--- src/hw/rtl/tps_pkg.sv ---
// Shared types, constants and helper functions for the turnout pair supervisor.
package tps_pkg;

    localparam int TIMER_BITS = 16;
    localparam int CFG_BITS   = 16;
    localparam int CFG_IDX_BITS = 2;

    localparam logic [TIMER_BITS-1:0] CNT_MAX = '1;

    localparam logic [1:0] DIR_A       = 2'd0;
    localparam logic [1:0] DIR_B       = 2'd1;
    localparam logic [1:0] DIR_INVALID = 2'd2;

    localparam logic [CFG_IDX_BITS-1:0] REG_FB_INV    = 2'd0;
    localparam logic [CFG_IDX_BITS-1:0] REG_DRV_INV   = 2'd1;
    localparam logic [CFG_IDX_BITS-1:0] REG_PERIOD    = 2'd2;
    localparam logic [CFG_IDX_BITS-1:0] REG_ATT_LIMIT = 2'd3;

    localparam logic [CFG_BITS-1:0] PERIOD_RESET = 16'd1000;
    localparam logic [CFG_BITS-1:0] LIMIT_RESET  = 16'd10;

    typedef enum logic [2:0] {
        PH_IDLE   = 3'b001,
        PH_WAIT_X = 3'b010,
        PH_WAIT_Y = 3'b100
    } phase_t;

    // Values after the update for one word, as seen by the result stage.
    typedef struct packed {
        logic [1:0] drive_bits;
        logic       busy;
        logic       done;
        logic [1:0] last_fail;
        logic [1:0] x_target;
        logic [1:0] y_target;
    } seq_out_t;

    // A zero setting behaves as one; a setting above the counter range is clipped.
    function automatic logic [TIMER_BITS-1:0] clip_count(input logic [CFG_BITS-1:0] v);
        logic [31:0] w;
        w = 32'(v);
        if (w == 32'd0)
        begin
            w = 32'd1;
        end
        if (w > 32'(CNT_MAX))
        begin
            w = 32'(CNT_MAX);
        end
        return w[TIMER_BITS-1:0];
    endfunction

    function automatic logic [1:0] decode_pair(input logic a, input logic b);
        logic [1:0] d;
        if (a && !b)
        begin
            d = DIR_A;
        end
        else if (!a && b)
        begin
            d = DIR_B;
        end
        else
        begin
            d = DIR_INVALID;
        end
        return d;
    endfunction

endpackage

--- src/hw/rtl/tps_fb_decode.sv ---
// Feedback pin inversion and decoding into one direction per point.
module tps_fb_decode
    import tps_pkg::*;
(
    input  logic [3:0] pins,
    input  logic [3:0] invert_mask,
    output logic [1:0] x_seen,
    output logic [1:0] y_seen
);

    logic [3:0] pins_adj;

    assign pins_adj = pins ^ invert_mask;
    assign x_seen   = decode_pair(pins_adj[0], pins_adj[1]);
    assign y_seen   = decode_pair(pins_adj[2], pins_adj[3]);

endmodule

--- src/hw/rtl/tps_sequencer.sv ---
// Set command sequencer: targets, drive levels, period and attempt counters.
module tps_sequencer
    import tps_pkg::*;
(
    input  logic                  clk,
    input  logic                  rst_n,
    input  logic                  fire,
    input  logic                  op,
    input  logic [1:0]            target_dir,
    input  logic [1:0]            x_seen,
    input  logic [1:0]            y_seen,
    input  logic [1:0]            drive_inv,
    input  logic [CFG_BITS-1:0]   period_cfg,
    input  logic [CFG_BITS-1:0]   limit_cfg,
    output seq_out_t              seq
);

    phase_t                phase_reg, phase_next;
    logic [1:0]            x_target_reg, x_target_next;
    logic [1:0]            y_target_reg, y_target_next;
    logic [TIMER_BITS-1:0] tick_reg, tick_next;
    logic [TIMER_BITS-1:0] attempt_reg, attempt_next;
    logic                  x_failed_reg, x_failed_next;
    logic [1:0]            last_fail_reg, last_fail_next;
    logic [1:0]            drive_reg, drive_next;

    logic [1:0]            tdir;
    logic [TIMER_BITS-1:0] tick_inc;
    logic [TIMER_BITS-1:0] attempt_inc;
    logic                  elapsed;
    logic                  limit_hit;
    logic                  x_hit;
    logic                  y_hit;
    logic                  done;

    assign tdir = (target_dir == 2'd3) ? DIR_INVALID : target_dir;

    // One tick of the current wait period, with the counters held at full scale.
    assign tick_inc    = (tick_reg < CNT_MAX) ? tick_reg + 1'b1 : tick_reg;
    assign elapsed     = tick_inc >= clip_count(period_cfg);
    assign attempt_inc = (attempt_reg < CNT_MAX) ? attempt_reg + 1'b1 : attempt_reg;
    assign limit_hit   = attempt_inc >= clip_count(limit_cfg);
    assign x_hit       = x_seen == x_target_reg;
    assign y_hit       = y_seen == y_target_reg;

    always_comb
    begin
        phase_next     = phase_reg;
        x_target_next  = x_target_reg;
        y_target_next  = y_target_reg;
        tick_next      = tick_reg;
        attempt_next   = attempt_reg;
        x_failed_next  = x_failed_reg;
        last_fail_next = last_fail_reg;
        drive_next     = drive_reg;
        done           = 1'b0;
        if (op)
        begin
            x_target_next = tdir;
            drive_next    = {drive_reg[1], (tdir == DIR_B) ^ drive_inv[0]};
            tick_next     = '0;
            attempt_next  = '0;
            x_failed_next = 1'b0;
            phase_next    = PH_WAIT_X;
        end
        else
        begin
            case (phase_reg)
                PH_IDLE:
                begin
                    phase_next = PH_IDLE;
                end
                PH_WAIT_X:
                begin
                    tick_next = tick_inc;
                    if (elapsed)
                    begin
                        tick_next    = '0;
                        attempt_next = attempt_inc;
                        if (x_hit || limit_hit)
                        begin
                            x_failed_next = !x_hit;
                            y_target_next = x_target_reg;
                            drive_next    = {(x_target_reg == DIR_B) ^ drive_inv[1],
                                             drive_reg[0]};
                            attempt_next  = '0;
                            phase_next    = PH_WAIT_Y;
                        end
                    end
                end
                PH_WAIT_Y:
                begin
                    tick_next = tick_inc;
                    if (elapsed)
                    begin
                        tick_next    = '0;
                        attempt_next = attempt_inc;
                        if (y_hit || limit_hit)
                        begin
                            last_fail_next = {x_failed_reg, !y_hit};
                            attempt_next   = '0;
                            phase_next     = PH_IDLE;
                            done           = 1'b1;
                        end
                    end
                end
                default:
                begin
                    phase_next = PH_IDLE;
                end
            endcase
        end
    end

    always_ff @(posedge clk or negedge rst_n)
    begin
        if (!rst_n)
        begin
            phase_reg     <= PH_IDLE;
            x_target_reg  <= DIR_A;
            y_target_reg  <= DIR_A;
            tick_reg      <= '0;
            attempt_reg   <= '0;
            x_failed_reg  <= 1'b0;
            last_fail_reg <= 2'd0;
            drive_reg     <= 2'd0;
        end
        else if (fire)
        begin
            phase_reg     <= phase_next;
            x_target_reg  <= x_target_next;
            y_target_reg  <= y_target_next;
            tick_reg      <= tick_next;
            attempt_reg   <= attempt_next;
            x_failed_reg  <= x_failed_next;
            last_fail_reg <= last_fail_next;
            drive_reg     <= drive_next;
        end
    end

    assign seq.drive_bits = drive_next;
    assign seq.busy       = phase_next != PH_IDLE;
    assign seq.done       = done;
    assign seq.last_fail  = last_fail_next;
    assign seq.x_target   = x_target_next;
    assign seq.y_target   = y_target_next;

endmodule

--- src/hw/rtl/tps_status.sv ---
// Agreement, common direction and train state suitability of the points.
module tps_status
    import tps_pkg::*;
(
    input  logic [1:0] x_seen,
    input  logic [1:0] y_seen,
    input  logic [1:0] x_target,
    input  logic [1:0] y_target,
    input  logic [2:0] train_state,
    output logic [1:0] current_dir,
    output logic       points_agree,
    output logic       set_correctly
);

    always_comb
    begin
        points_agree = (x_seen == x_target) && (y_seen == y_target) && (x_seen == y_seen);
        current_dir  = points_agree ? x_seen : DIR_INVALID;
        case (train_state)
            3'd0, 3'd1, 3'd2: set_correctly = current_dir == DIR_A;
            3'd3, 3'd4, 3'd5: set_correctly = current_dir == DIR_B;
            3'd6:             set_correctly = points_agree;
            default:          set_correctly = 1'b0;
        endcase
    end

endmodule

--- src/hw/rtl/turnout_pair_supervisor_core.sv ---
// Top level of the turnout pair supervisor: handshake stages, registers and result word.
//
// Usage:
// Each input word carries an operation (time tick or set command), a target
// direction, the four raw feedback pins and the train state. Every input word
// yields exactly one result word with the drive levels, busy and done flags,
// the failure code of the last finished command and the decoded point status.
// Both channels use valid and stall; a word moves at a clock edge where valid
// is high and stall is low.
// The word is held in an input register; once the result register is free, an edge
// updates the sequencer state and loads the result register. Throughput
// is one word per cycle while the receiver does not stall.
// When the receiver stalls, the result register holds its word and the input
// register fills; in_stall is raised only when both are occupied.
// Reset clears both stages, all sequencer state, and returns the configuration
// registers to their defaults (period 1000 ticks, attempt limit 10, no
// inversion). Configuration writes are taken whenever cfg_we is high and
// should only be issued while no word is in flight.
module turnout_pair_supervisor_core
    import tps_pkg::*;
(
    input  logic                    clk,
    input  logic                    rst_n,
    input  logic                    cfg_we,
    input  logic [CFG_IDX_BITS-1:0] cfg_index,
    input  logic [CFG_BITS-1:0]     cfg_data,
    input  logic                    in_valid,
    output logic                    in_stall,
    input  logic                    op,
    input  logic [1:0]              target_dir,
    input  logic [3:0]              feedback_pins,
    input  logic [2:0]              train_state,
    output logic                    out_valid,
    input  logic                    out_stall,
    output logic                    x_drive,
    output logic                    y_drive,
    output logic                    busy_res,
    output logic                    done_res,
    output logic [1:0]              fail_code,
    output logic [1:0]              x_seen,
    output logic [1:0]              y_seen,
    output logic [1:0]              current_dir,
    output logic                    points_agree,
    output logic                    set_correctly
);

    // Configuration registers.
    logic [3:0]          fb_inv_reg;
    logic [1:0]          drv_inv_reg;
    logic [CFG_BITS-1:0] period_reg;
    logic [CFG_BITS-1:0] limit_reg;

    // Input stage.
    logic       s1_valid_reg, s1_valid_next;
    logic       s1_op_reg;
    logic [1:0] s1_tdir_reg;
    logic [3:0] s1_pins_reg;
    logic [2:0] s1_ts_reg;

    // Result stage.
    logic       out_valid_reg, out_valid_next;
    logic       x_drive_reg, y_drive_reg, busy_reg, done_reg;
    logic [1:0] fail_reg, x_seen_reg, y_seen_reg, cur_dir_reg;
    logic       agree_reg, set_ok_reg;

    logic       in_accept;
    logic       out_free;
    logic       fire;
    logic [1:0] xs, ys;
    logic [1:0] cur_dir;
    logic       agree;
    logic       set_ok;
    seq_out_t   seq;

    always_ff @(posedge clk or negedge rst_n)
    begin
        if (!rst_n)
        begin
            fb_inv_reg  <= 4'd0;
            drv_inv_reg <= 2'd0;
            period_reg  <= PERIOD_RESET;
            limit_reg   <= LIMIT_RESET;
        end
        else if (cfg_we)
        begin
            case (cfg_index)
                REG_FB_INV:    fb_inv_reg  <= cfg_data[3:0];
                REG_DRV_INV:   drv_inv_reg <= cfg_data[1:0];
                REG_PERIOD:    period_reg  <= cfg_data;
                REG_ATT_LIMIT: limit_reg   <= cfg_data;
                default:       period_reg  <= period_reg;
            endcase
        end
    end

    // The result register frees up when empty or when its word is taken this
    // cycle, so the input stage can hand over a word in every cycle that it is free.
    assign out_free  = !out_valid_reg || !out_stall;
    assign fire      = s1_valid_reg && out_free;
    assign in_stall  = s1_valid_reg && !out_free;
    assign in_accept = in_valid && !in_stall;

    always_comb
    begin
        s1_valid_next = s1_valid_reg;
        if (in_accept)
        begin
            s1_valid_next = 1'b1;
        end
        else if (fire)
        begin
            s1_valid_next = 1'b0;
        end
        out_valid_next = out_valid_reg;
        if (fire)
        begin
            out_valid_next = 1'b1;
        end
        else if (!out_stall)
        begin
            out_valid_next = 1'b0;
        end
    end

    always_ff @(posedge clk or negedge rst_n)
    begin
        if (!rst_n)
        begin
            s1_valid_reg  <= 1'b0;
            out_valid_reg <= 1'b0;
        end
        else
        begin
            s1_valid_reg  <= s1_valid_next;
            out_valid_reg <= out_valid_next;
        end
    end

    always_ff @(posedge clk)
    begin
        if (in_accept)
        begin
            s1_op_reg   <= op;
            s1_tdir_reg <= target_dir;
            s1_pins_reg <= feedback_pins;
            s1_ts_reg   <= train_state;
        end
    end

    tps_fb_decode u_decode (
        .pins        (s1_pins_reg),
        .invert_mask (fb_inv_reg),
        .x_seen      (xs),
        .y_seen      (ys)
    );

    tps_sequencer u_seq (
        .clk        (clk),
        .rst_n      (rst_n),
        .fire       (fire),
        .op         (s1_op_reg),
        .target_dir (s1_tdir_reg),
        .x_seen     (xs),
        .y_seen     (ys),
        .drive_inv  (drv_inv_reg),
        .period_cfg (period_reg),
        .limit_cfg  (limit_reg),
        .seq        (seq)
    );

    // Status uses the targets as they stand after this word's update.
    tps_status u_status (
        .x_seen        (xs),
        .y_seen        (ys),
        .x_target      (seq.x_target),
        .y_target      (seq.y_target),
        .train_state   (s1_ts_reg),
        .current_dir   (cur_dir),
        .points_agree  (agree),
        .set_correctly (set_ok)
    );

    always_ff @(posedge clk)
    begin
        if (fire)
        begin
            x_drive_reg <= seq.drive_bits[0];
            y_drive_reg <= seq.drive_bits[1];
            busy_reg    <= seq.busy;
            done_reg    <= seq.done;
            fail_reg    <= seq.last_fail;
            x_seen_reg  <= xs;
            y_seen_reg  <= ys;
            cur_dir_reg <= cur_dir;
            agree_reg   <= agree;
            set_ok_reg  <= set_ok;
        end
    end

    assign out_valid     = out_valid_reg;
    assign x_drive       = x_drive_reg;
    assign y_drive       = y_drive_reg;
    assign busy_res      = busy_reg;
    assign done_res      = done_reg;
    assign fail_code     = fail_reg;
    assign x_seen        = x_seen_reg;
    assign y_seen        = y_seen_reg;
    assign current_dir   = cur_dir_reg;
    assign points_agree  = agree_reg;
    assign set_correctly = set_ok_reg;

    // A finished command leaves the sequencer idle, so done and busy never meet.
    assert property (@(posedge clk) disable iff (!rst_n)
        out_valid_reg |-> !(done_reg && busy_reg))
        else $error("done and busy reported together");

    // A held input word with an empty result register must move on at once.
    assert property (@(posedge clk) disable iff (!rst_n)
        s1_valid_reg && !out_valid_reg |=> out_valid_reg)
        else $error("input word not handed to the result register");

    // The input side is only held off when both stages are occupied.
    assert property (@(posedge clk) disable iff (!rst_n)
        in_stall |-> (s1_valid_reg && out_valid_reg))
        else $error("input stalled with a free stage");

    // A reported common direction implies agreement of the two points.
    assert property (@(posedge clk) disable iff (!rst_n)
        out_valid_reg && (cur_dir_reg != DIR_INVALID) |-> agree_reg)
        else $error("common direction without agreement");

endmodule

--- config.mk ---
export PLATFORM = sky130hd
export DESIGN_NAME = turnout_pair_supervisor_core
export DESIGN_NICKNAME = d
export VERILOG_FILES = /design/src/hw/rtl/tps_pkg.sv /design/src/hw/rtl/tps_fb_decode.sv /design/src/hw/rtl/tps_sequencer.sv /design/src/hw/rtl/tps_status.sv /design/src/hw/rtl/turnout_pair_supervisor_core.sv
export SDC_FILE = /design/constraint.sdc
export NUM_CORES = 1
export LEC_CHECK = 0
export BUFFER_PORTS_ARGS = -buffer_cell sky130_fd_sc_hd__buf_2
export CAP_MARGIN = 5
export CORE_UTILIZATION = 54
export DETAILED_ROUTE_END_ITERATION = 12
export PLACE_DENSITY_LB_ADDON = 0.08
export SLEW_MARGIN = 20
export SYNTH_ARGS = -nofsm -noshare
export SYNTH_HDL_FRONTEND = slang
export SYNTH_SLANG_ARGS = --single-unit
--- constraint.sdc ---
create_clock -name clk -period 10.4 [get_ports clk]
set_clock_uncertainty 0.2 [all_clocks]
set_input_delay 1.04 -clock clk [delete_from_list [all_inputs] [get_ports clk]]
set_output_delay 1.04 -clock clk [all_outputs]
set_load 0.1 [all_outputs]
# Word level (Yosys, flattened, before mapping)
# Index checks and enable logic that the tools add are counted.
# totals
output_inout_bits	16
wordCells	159
ff_bits	108
in_bits	33
# op_classes
n_reduce_logical	44
order_cmp	6
mux	50
bitwise_logic	5
eq_ne	24
add_sub_neg	2
# op_table
op	count
two-way mux 16 bit	14
two-way mux 2 bit	19
adder 16 x 1 -> 16 bit, second input constant	2
>= comparator 16 bit	2
greater-than comparator 16 bit, second input constant	2
logical NOT 16 bit	2
< comparator 16 bit, second input constant	2
one-hot mux 16 bit (2 select lines)	1
two-way mux 3 bit	5
equality test 3 bit, second input constant	4
equality test 2 bit	5
logical NOT 1 bit	10
AND reduction 2 bit	5
nonzero test 2 bit	5
equality test 3 x 2 -> 1 bit, second input constant	3
logical AND 1 bit	9
two-way mux 1 bit	9
OR reduction 3 bit	3
equality test 2 x 1 -> 1 bit, second input constant	4
AND reduction 4 bit	2
equality test 2 bit, second input constant	3
inequality test 3 x 2 -> 1 bit, second input constant	2
one-hot mux 3 bit (2 select lines)	1
logical NOT 2 bit	2
11 further kinds	15

# Longest topological paths before layout
# depth
word_depth	17
mapped_depth	16
depth_no_buf	14

# Modules after synthesis
# A second synthesis with hierarchy kept.
# unflattened
hier_cells	602
area_unflattened_um2	6399.9
# by_module_without_submodules
mod	seq_area_each_um2	instances	cells_per_inst	area_each_um2
tps_sequencer	1102.3	1	468	3868.7
turnout_pair_supervisor_core	1731.7	1	114	2351.0
tps_status	0.0	1	14	120.1
tps_fb_decode	0.0	1	6	60.1

# Worst setup path after synthesis
# Ideal clock, no wire load.
# synth_timing
path_kind	register to register
start	register u_seq.attempt_reg[0]
end	register fail_reg[0], in the netlist fail_code[0] (data pin)
period_less_slack_ns	3.844
arrival_ns	3.384
slack_ns	6.556
path_stages_with_launch	16
cell_sequence	dfrtp_1 ha_1 nand3_1 or4_1 clkbuf_1 nand2_1 buf_6 nor3_1 xor2_1 ha_1 a21oi_1 o21a_1 o21ai_0 a21oi_2 a2111oi_4 mux2_2
# synth_lines
element	line_no	source
start, declared	tps_sequencer.sv:22	logic [TIMER_BITS-1:0] attempt_reg, attempt_next;
start signal, assigned	tps_sequencer.sv:134	attempt_reg <= attempt_next;
end signal, assigned	turnout_pair_supervisor_core.sv:191	fail_reg <= seq.last_fail;
end, declared	turnout_pair_supervisor_core.sv:63	logic [1:0] fail_reg, x_seen_reg, y_seen_reg, cur_dir_reg;

==> impl_metrics.yaml <==
placement:
  dp_hpwl_um: 9860
  port_buffers: 48
  place.gp.congestion: 0.835
final_layout:
  antenna_cells: 0
  fin_util_pct: 61.2
  fill_cells: 949
  fin_nets: 713
  area_growth_pct: 9.80
  drive_gt1_share_pct: 23.7
  multi_input_area_um2: 3280
  seq_area_um2: 2830
cts:
  cts_hold_buf: 0
  tritoncts.num_buffers: 9
  cts.sinks: 108
  cts_setup_buffers: 0
  h-tree-depth: 3
  cts-root-buf: "clkbuf_16"
  cts_resized: 0
  clkTransAtPathRegs_ps: 70
  worstSkewPairLatency_ps: 360
  cts_tree: "done"
  cts_buffer_depth: 2
worst_setup_path:
  cpMostUsedCell: "nand2_1"
  r2r_cells: 12
  r2r_start: "u_seq.attempt_reg[4]$_DFFE_PN0P_"
  start_kind: "flip-flop"
  r2r_slack_ps: 5810
  worstSetupPathType: "flip-flop to flip-flop"
  crit_cells: 12
  cp.required_ps: 10310
  slowest_stage: "or4_1"
  arrival_ps: 4510
  crit_fanout: 11
  timing.critical_path.from: "u_seq.attempt_reg[4]$_DFFE_PN0P_"
  crit_chain: "nand4_1 -> or4_1 -> nand2_1 -> nor3_1 -> xor2_1 -> ha_1 -> nand2_1 -> o21a_1 -> o21ai_0 -> a21oi_2 -> a2111oi_4 -> mux2_2"
  cp_top_family: "simple AND/OR/NAND/NOR gates"
  path_buf_inv: 0
  r2r-end: "fail_code[1]$_DFFE_PP_"
  cpPeakStageDelay_ps: 710
  worstSetupEndpointType: "flip-flop"
  critPathCapture: "fail_code[1]$_DFFE_PP_"
synthesis:
  ys_warn_count: 0
  synth_cell_types: 68
  yosys-top-cells-area: "dfrtp_1 (29%), edfxtp_1 (11%), mux2_2 (9.5%)"
  syn_area_um2: 6400
  synth.top_cell.area_share_pct: 29.3
  ys_seq_area_share_pct: 44.3
  async_reset_ff_share_pct: 77.8
  yosysTopAreaCell: "dfrtp_1"
  avgSynthCellArea_um2: 10.6
  ys.flop_type: "dfrtp_1"
  synth_edf_count: 24
  ys_seq_elements: 108
  synth_cells: 603
  syn_nets: 672
timing:
  finalCritPeriodShare_pct: 44.2
  fmax_mhz: 218
  relSlewSlack_pct: 40.1
  fin_crit_ps: 4590
  tightest_slew_ps: 899
  setup_tns_ps: 0
  rsz0062_at_grt: "false"
  finalSetupViolCount: 0
  slew_violations: 0
  hold_violations: 0
pwr:
  p_leak_nw: 3.18
  combinationalPowerShare_pct: 29.8
  internal-power_mw: 0.819
  p_seq_share_pct: 43.9
  p_per_area_nw_per_um2: 181
  ir_drop_uv: 169
  swShare_pct: 35.6
  clkPwrFrac_pct: 26.3
  power.net_switching_mw: 0.454
global_routing:
  grt_pass1_vias: 4616
  grt_pass1_wl_um: 22500
  antenna_found_initial: 0
  grt_max_degree: 85
  grt_overflow: 0
  grt_usage_pct: 23.1
route:
  dr.pass1.iters: 4
  drc: 0
  via_per_inst: 5.85
  ant_nets: 0
  wl_um: 13400
  drt_iter0_drc: 256
  avgRoutedWirePerCell_um: 17.0
  vias: 4634
run:
  cap_violations: 0
floorplan:
  placementRows: 39
  start_util_pct: 55.8
  dieHeight_um: 111
  die_width_um: 111
  floorplan.die_area_um2: 12300
  coreArea_um2: 11500
  num_io_pins: 49
hold_path:
  hold_path_class: "flip-flop to flip-flop"
status:
  status: "completed"
-- cells in the final DEF, fill, tap and decap left out, types with 7 or more instances in the layout --
| cell type | synthesis | layout |
|---|---|---|
| a21oi_1 | 15 | 15 |
| a22o_1 | 15 | 15 |
| buf_2 | 5 | 47 |
| clkbuf_16 | 0 | 9 |
| dfrtp_1 | 75 | 75 |
| dfstp_2 | 9 | 9 |
| edfxtp_1 | 24 | 24 |
| ha_1 | 36 | 36 |
| inv_1 | 47 | 47 |
| mux2_2 | 54 | 54 |
| nand2_1 | 47 | 47 |
| nand2b_1 | 9 | 9 |
| nand3_1 | 21 | 21 |
| nand4_1 | 7 | 7 |
| nor2_1 | 22 | 22 |
| nor3_1 | 21 | 21 |
| nor4_1 | 13 | 13 |
| o21a_1 | 8 | 8 |
| o21ai_0 | 13 | 13 |
| o21bai_1 | 10 | 10 |
| o31ai_1 | 7 | 7 |
| or3_1 | 7 | 7 |
| xnor2_1 | 20 | 20 |
| xor2_1 | 14 | 14 |
-- worst reg2reg max path, stage by stage (launching register included) --
cell,delay (ps)
dfrtp_1,450
nand4_1,240
or4_1,710
nand2_1,380
nor3_1,140
xor2_1,180
ha_1,320
nand2_1,80
o21a_1,200
o21ai_0,410
a21oi_2,200
a2111oi_4,460
mux2_2,380
-- power groups by stage --
stage          Combinational [mW]  Clock (mW)  Sequential, mW
2_1_floorplan               0.246           0           0.600
3_3_place_gp                0.366           0           0.562
3_5_place_dp                0.379           0           0.565
4_1_cts                     0.381       0.345           0.558
5_1_grt                     0.420       0.359           0.567
6_report                    0.379       0.335           0.558
-- logic make-up (layout without fill, tap and decap cells) --
| logic type | Yosys count | count (layout) | share of synthesized area (%) |
|---|---|---|---|
| AOI/OAI and AO/OA | 112 | 112 | 13.7 |
| xor gates and xnor gates | 34 | 34 | 4.66 |
| adders and majority gates | 36 | 36 | 7.04 |
| buffers and inverters | 68 | 114 | 4.40 |
| DFF | 108 | 108 | 44.3 |
| and+or+nand+nor | 186 | 186 | 15.6 |
| muxes | 59 | 59 | 10.3 |
-- layer usage --
metal | vias to the layer above | track usage [%] | part of all wire [%] | wire, µm
li1 | 2272 | - | - | -
met1 | 2237 | 30.5 | 46 | 6210
met2 | 108 | 38.3 | 48 | 6450
met3 | 17 | 5.80 | 4.4 | 589
met4 | 0 | 5.24 | 1.4 | 187
met5 | - | 0 | 0 | 0
-- worst min-delay path by stage --
stage / startpoint / to / slack [ps] / depth (start not counted)
after global routing: s1_valid_reg$_DFFE_PN0P_ / out_valid$_DFFE_PN0P_ / 340 / 1
after CTS: s1_valid_reg$_DFFE_PN0P_ / out_valid$_DFFE_PN0P_ / 310 / 1
final: s1_valid_reg$_DFFE_PN0P_ / out_valid$_DFFE_PN0P_ / 300 / 1
after detailed placement: s1_valid_reg$_DFFE_PN0P_ / out_valid$_DFFE_PN0P_ / 290 / 1
after floorplan: s1_valid_reg$_DFFE_PN0P_ / out_valid$_DFFE_PN0P_ / 260 / 1
after global placement: s1_valid_reg$_DFFE_PN0P_ / out_valid$_DFFE_PN0P_ / 290 / 1
-- layout make-up --
class / instances / area share [%]
inverter: 48 / 2.57
timing repair buffer: 50 / 3.72
clock buffer: 9 / 3.21
clock inverter: 7 / 0.891
sequential: 108 / 40.4
multi-input combinational: 427 / 46.7
tap: 143 / 2.55
-- synthesized netlist by cell type (6+ instances only) --
cell,n
dfstp_2,9
or2_2,6
inv_1,47
nand2_1,47
a21o_1,6
nor3_1,21
or3_1,7
nor2_1,22
o21a_1,8
o21bai_1,10
ha_1,36
o21ai_0,13
nand4_1,7
dfrtp_1,75
clkbuf_1,10
xnor2_1,20
nand2b_1,9
nand3_1,21
nor4_1,13
a21oi_1,15
a22o_1,15
edfxtp_1,24
mux2_2,54
xor2_1,14
o31ai_1,7
-- metrics by stage --
step                      power [mW]  setup slack, ps  std cells  hold WS [ps]  instance area [µm²]
after floorplan                0.846             6560        603           257                 6400
after global placement         0.929             5880        776           287                 6730
after detailed placement       0.944             5850        776           287                 6730
after CTS                       1.28             5830        792           306                 7020
after global routing            1.35             5570        792           337                 7020
final                           1.27             5810        792           300                 7020
(Power assumes the default switching activity.)
